File: src/sv/sfc_pkg.sv
// package for the spi flash controller: payload types, codes and constants
// no dependencies
`timescale 1ns / 1ps
`default_nettype none
package sfc_pkg;
  typedef struct packed {
    logic [1:0]  req_type;
    logic [3:0]  reg_select;
    logic [31:0] write_mask;
    logic [31:0] write_value;
    logic [15:0] preload_index;
  } req_t;

  typedef struct packed {
    logic [31:0] read_data;
    logic        irq_request;
  } rsp_t;

  localparam logic [1:0] REQ_READ    = 2'd0;
  localparam logic [1:0] REQ_WRITE   = 2'd1;
  localparam logic [1:0] REQ_PRELOAD = 2'd2;

  localparam logic [3:0] REG_CTRL      = 4'd0;
  localparam logic [3:0] REG_IRQFLAGS  = 4'd1;
  localparam logic [3:0] REG_FIFOSTAT  = 4'd2;
  localparam logic [3:0] REG_DATA      = 4'd3;
  localparam logic [3:0] REG_IRQEN     = 4'd4;
  localparam logic [3:0] REG_READCOUNT = 4'd5;
  localparam logic [3:0] REG_DEVSEL    = 4'd6;
  localparam logic [3:0] REG_GPIOFLASH = 4'd7;
  localparam logic [3:0] REG_GPIOUIC   = 4'd8;

  localparam logic [1:0] CFG_FLASH_BASE  = 2'd0;
  localparam logic [1:0] CFG_FLASH_START = 2'd1;
  localparam logic [1:0] CFG_FLASH_SIZE  = 2'd2;

  localparam logic [7:0] CMD_READ      = 8'h03;
  localparam logic [7:0] CMD_WRDI      = 8'h04;
  localparam logic [7:0] CMD_RDSR      = 8'h05;
  localparam logic [7:0] CMD_WREN      = 8'h06;
  localparam logic [7:0] CMD_FWSTAT7   = 8'h07;
  localparam logic [7:0] CMD_UPDATE    = 8'h09;
  localparam logic [7:0] CMD_INFO      = 8'h0B;
  localparam logic [7:0] CMD_ONE       = 8'h13;
  localparam logic [7:0] CMD_FWSTATE   = 8'h7F;
  localparam logic [7:0] CMD_RDID      = 8'h9F;

  localparam logic [7:0] FW_RESET  = 8'h3F;
  localparam logic [7:0] FW_UPDATE = 8'h79;
  localparam logic [15:0] EE_BASE  = 16'h1101;

  typedef enum logic [1:0] {
    ST_IDLE,
    ST_MEM,
    ST_OUT,
    ST_CLEAR
  } state_t;

  // controller to datapath
  typedef struct packed {
    logic clear;     // clearing pass step
    logic issue;     // start item, launch memory read
    logic finish;    // update registers, capture result
  } cmd_t;

  typedef struct packed {
    logic clear_done;
  } stat_t;

  // eeprom init image: byte value at address, crc precomputed
  function automatic logic [7:0] ee_init(input logic [10:0] a);
    logic [7:0] v;
    v = 8'h00;
    unique case (a)
      11'h101: v = 8'h87;
      11'h102: v = 8'h0F;
      11'h103: v = 8'h01;
      11'h104: v = 8'h0E;
      11'h105: v = 8'h1E;
      11'h256: v = 8'h01;
      11'h25A: v = 8'h9A;
      11'h25B: v = 8'h1F;
      default: v = 8'h00;
    endcase
    return v;
  endfunction
endpackage
`default_nettype wire

File: src/sv/sfc_ctrl.sv
// controller state machine: clearing pass then one item at a time
// depends on sfc_pkg
`timescale 1ns / 1ps
`default_nettype none
module sfc_ctrl (
  input  wire logic          clk,
  input  wire logic          rst,
  input  wire logic          in_valid,
  output logic               in_stall,
  output logic               out_valid,
  input  wire logic          out_stall,
  input  wire sfc_pkg::stat_t stat,
  output sfc_pkg::cmd_t      cmd
);
  sfc_pkg::state_t state, state_next;

  always_ff @(posedge clk) begin
    if (rst) state <= sfc_pkg::ST_CLEAR;
    else state <= state_next;
  end

  always_comb begin
    state_next = state;
    cmd = '0;
    in_stall = 1'b1;
    out_valid = 1'b0;
    unique case (state)
      sfc_pkg::ST_CLEAR: begin
        cmd.clear = 1'b1;
        if (stat.clear_done) state_next = sfc_pkg::ST_IDLE;
      end
      sfc_pkg::ST_IDLE: begin
        in_stall = 1'b0;
        if (in_valid) begin
          cmd.issue = 1'b1;
          state_next = sfc_pkg::ST_MEM;
        end
      end
      sfc_pkg::ST_MEM: begin
        cmd.finish = 1'b1;
        state_next = sfc_pkg::ST_OUT;
      end
      sfc_pkg::ST_OUT: begin
        out_valid = 1'b1;
        if (!out_stall) state_next = sfc_pkg::ST_IDLE;
      end
      default: state_next = sfc_pkg::ST_IDLE;
    endcase
  end
endmodule
`default_nettype wire

File: config.mk
export PLATFORM = sky130hd
export DESIGN_NAME = sfc_ctrl
export DESIGN_NICKNAME = d
export VERILOG_FILES = /design/src/sv/sfc_pkg.sv /design/src/sv/sfc_ctrl.sv
export SDC_FILE = /design/constraint.sdc
export NUM_CORES = 1
export LEC_CHECK = 0
export BUFFER_PORTS_ARGS = -buffer_cell sky130_fd_sc_hd__buf_2
export CAP_MARGIN = 20
export CORE_AREA = 2 2 39 41
export DETAILED_ROUTE_END_ITERATION = 8
export DIE_AREA = 0 0 41 43
export PLACE_DENSITY = 0.3
export SYNTH_ARGS = -nofsm -noshare
export SYNTH_HDL_FRONTEND = slang
export SYNTH_SLANG_ARGS = --single-unit
File: constraint.sdc
create_clock -name clk -period 1.4 [get_ports clk]
set_clock_uncertainty 0.2 [all_clocks]
set_input_delay 0.07 -clock clk [delete_from_list [all_inputs] [get_ports clk]]
set_output_delay 0.07 -clock clk [all_outputs]
set_load 0.02 [all_outputs]
**Yosys cells after proc, flatten, opt, wreduce, memory -nomap -nowiden**

Cells that the tools add are included.

- Equality and inequality tests: 6
- Mux-type cells: 10
- Reduce and logical (&&, ||, !) cells: 2

Operators with widths:

| operator | number |
|---|---|
| one-hot mux 2 bit (4 select lines) | 1 |
| 2-to-1 mux 1 bit | 6 |
| 2-to-1 mux 2 bit | 3 |
| inequality test 2 bit (second input constant) | 3 |
| == test 2 bit (second input constant) | 2 |
| AND reduction 3 bit | 1 |
| == test 2 x 1 -> 1 bit (second input constant) | 1 |
| logical NOT 2 bit | 1 |

- Flip-flop bits (word level): 2
- Bits of input ports: 5
- Word-level logic and storage cells: 19

**Longest topological paths before layout**

- Word-level depth: 3
- Gate-level depth with buffers: 2

**Worst setup path before layout**

No wires, ideal clock.

- Path type: register to register
- Start: register state[0]
- End: register state[0]
- Setup time: 0.060 ns
- Arrival time: 1.089 ns
- Required time: 1.140 ns
- Path slack: 0.050 ns
- Stages on the path, launching flop included: 3
- Cells stage by stage: dfxtp_1 > nor3b_1 > a211o_1

- Longest elaborated chain between the ends: 3

Ends and longest elaborated chain:

| element | RTL line | source |
|---|---|---|
| from (decl) | sfc_ctrl.sv:15 | `sfc_pkg::state_t state, state_next;` |
| from (signal assigned) | sfc_ctrl.sv:18 | `if (rst) state <= sfc_pkg::ST_CLEAR;` |
| from (signal assigned) | sfc_ctrl.sv:19 | `else state <= state_next;` |
| == test 2 bit or logical NOT 2 bit (tied branches) | sfc_ctrl.sv:27 | `unique case (state)` |
| inequality test 2 bit (no line) | - |  |
| AND reduction 3 bit (no line) | - |  |

Several ways; a longest one is shown, not always the timed one.
A chain may end at the register's enable or synchronous reset.

**Worst setup path after layout**

- Start: register state[0]
- End: output in_stall

- Longest elaborated chain between the ends: 2

Ends and longest elaborated chain:

| element | RTL line | source |
|---|---|---|
| logical NOT 2 bit | sfc_ctrl.sv:27 |  |
| 2-to-1 mux 1 bit | sfc_ctrl.sv:27 |  |
| to (decl) | sfc_ctrl.sv:9 | `output logic in_stall,` |

Every way passes these cells.

==> summary.txt <==
Outcome
  • Run status: finished clean

Critical path
  • Beginning of the critical path: state[0]$_SDFFE_PP1P_
  • Critical path fanouts, max: 6
  • Kind of critical path: reg -> out
  • Startpoint types: flip-flop
  • Worst Path Arrival: 1030 ps
  • WP data required: 1130 ps
  • FF-to-FF Start: state[1]$_SDFFE_PP1P_
  • CP peak stage delay: 350 ps
  • Crit path capture type: output pin
  • CP max stage cell: dfxtp_1
  • CP cell instances: or2_2 > buf_2

Floorplanning
  • Die W: 41 um
  • Die Y: 43 um
  • Core Box Area: 0.00138 mm^2
  • Core Rows: 14
  • Die area: 0.00176 mm^2
  • Io pins: 10
  • Initial core utilization: 0.0850

Synth
  • Post-Synthesis Mean Instance Area: 9.05 um^2
  • Fraction of the yosys area taken by sequential cells: 0.340
  • Synth Cell Area: 118 um^2
  • Syn_nets: 18
  • Synth Register Bits: 2
  • Post-Syn Instances: 13
  • Synth Warn #: 0
  • Count of unique library cells instantiated by Yosys: 10

STA
  • RSZ-0062 raised after global routing: false
  • Peak Freq: 768 MHz
  • Rel. slew slack: 0.864
  • # setup viols final: 0
  • Minimum clock period after layout: 1300 ps
  • Final hold vios: 0
  • Post-route setup TNS: 0 ps
  • Final Cycle Share: 0.930
  • Worst-Margin Slew: 204 ps
  • Slew Viols, Final: 0

Placement
  • Port Buffers: 9
  • Cell Area, Placed: 175 um^2
  • Routability Congestion: 0.466

Clocking
  • CTS tree: built
  • Clock-pin slew on the worst setup and hold paths: 30 ps
  • Clock root buffer: clkbuf_4
  • CTS max path bufs: 2
  • Clk_lat worst skew: 220 ps
  • # Post-CTS Setup Buffers: 0
  • CTS Buf Count: 3
  • Htree depth: 1
  • Clock Sinks: 2

Route
  • # DRC: 0
  • WL per Instance: 8.40 um
  • WL final: 361 um
  • Antenna-violating nets left: 0
  • Vias/cell: 3.28
  • 1st-iter DRT viols: 0
  • DR vias: 141
  • First-pass detailed-route iteration total: 1

Power and ir drop
  • Sequential Power Share: 0.277
  • Maximum VDD drop: 243 uV
  • Pwr dens: 1130 mW/mm^2
  • Combinational Power Share: 0.248
  • Leakage: 0.117 nW
  • P_sw: 70.9 uW
  • Power share of the clock group: 0.476
  • Net Sw Frac: 0.270
  • Pwr Total: 263 uW
  • Internal Power: 192 uW

GRT
  • Largest net degree at the start of global routing: 7
  • Initial antenna violation count: 0
  • Total gr overflow: 0
  • GRT Overall Usage: 0.0571
  • Number of global-route vias before repair: 145
  • Global-route wire length before repair: 552 um

Cells and area
  • Most common cell after layout, fill and taps aside: buf_2
  • Syn-to-layout area delta: 97.9%
  • Max FFs per register: 2
  • Nets: 34
  • FILL cells: 164
  • Most frequent cells in the layout: buf_2, clkbuf_4, dlygate4sd3_1
  • Final instance area: 233 um^2
  • Leading registers by flop count: state: 2 flops
  • # diodes: 0
  • Layout cells sized above 1: 0.630
  • Top reg by flops: state

Hold path
  • Hold/Removal Path Class: in -> reg
  • Hold path start: in_valid

Run
  • Count of maximum capacitance violations: 0
-- layout make-up --
type | instances | area (um^2) | share of cell area
Tap cell | 16 | 20.0 | 0.0860
Timing Repair Buffer | 12 | 75.1 | 0.323
Sequential cell | 2 | 40.0 | 0.172
Inverter | 2 | 7.51 | 0.0323
Multi-Input combinational cell | 8 | 67.6 | 0.290
Clock buffer | 3 | 22.5 | 0.0968
-- per-stage QoR --
step	hold WS, ps	setup WS, ps	std cells	util
3_5_place_dp	95.2	248	37	0.127
5_1_grt	95.3	35.1	43	0.168
2_1_floorplan	-35.6	50.5	13	-
4_1_cts	171	0.535	43	0.165
3_3_place_gp	101	278	37	0.127
6_report	62.9	98.7	43	0.168
-- repair_timing --
item | CTS | global route
gates resized for setup | 0 | 1
hold endpoints to repair | 2 | 0
hold buffers | 3 | 0
endpoints found under the setup margin | 0 | 1
-- routing by layer --
metal	part of all wire	GRT usage
met1	0.42	0.0446
met2	0.43	0.0688
met3	0.15	0.0471
met4	0	0.0800
met5	0	0
-- logic make-up after synthesis --
family / synth area share
and+or+nand+nor: 0.341
AOI/OAI and AO/OA: 0.192
buffers and inverters: 0.128
DFF: 0.340
-- worst max-delay path: cells and delay by family, from the launching register on --
kind	cells	cell delay, ps
DFF	1	350
and+or+nand+nor	1	300
buffers and inverters	1	160
-- cells in the mapped netlist --
| master | n | area share |
|---|---|---|
| a211o_1 | 1 | 0.074 |
| a211oi_1 | 1 | 0.064 |
| a31oi_1 | 1 | 0.053 |
| and2_4 | 1 | 0.074 |
| and2b_2 | 2 | 0.15 |
| buf_4 | 1 | 0.064 |
| dfxtp_1 | 2 | 0.34 |
| inv_1 | 2 | 0.064 |
| nor3b_1 | 1 | 0.064 |
| or2_2 | 1 | 0.053 |
-- power groups by stage --
| stage | Sequential, mW | Clock [mW] | Combinational (mW) |
|---|---|---|---|
| final | 0.0726 | 0.125 | 0.0651 |
| after global routing | 0.0735 | 0.149 | 0.0725 |
| after CTS | 0.0716 | 0.136 | 0.0655 |
| after detailed placement | 0.0723 | 0 | 0.0590 |
| after global placement | 0.0708 | 0 | 0.0601 |
| after floorplan | 0.0697 | 0 | 0.0425 |
-- final timing paths --
path / end / slack (ps) / depth (start not counted)
max: in_stall / 100 / 2
min: state[0]$_SDFFE_PP1P_ / 60 / 3
max reg2reg: state[0]$_SDFFE_PP1P_ / 280 / 2
min reg2reg: state[1]$_SDFFE_PP1P_ / 470 / 2
(Power assumes the default switching activity.)
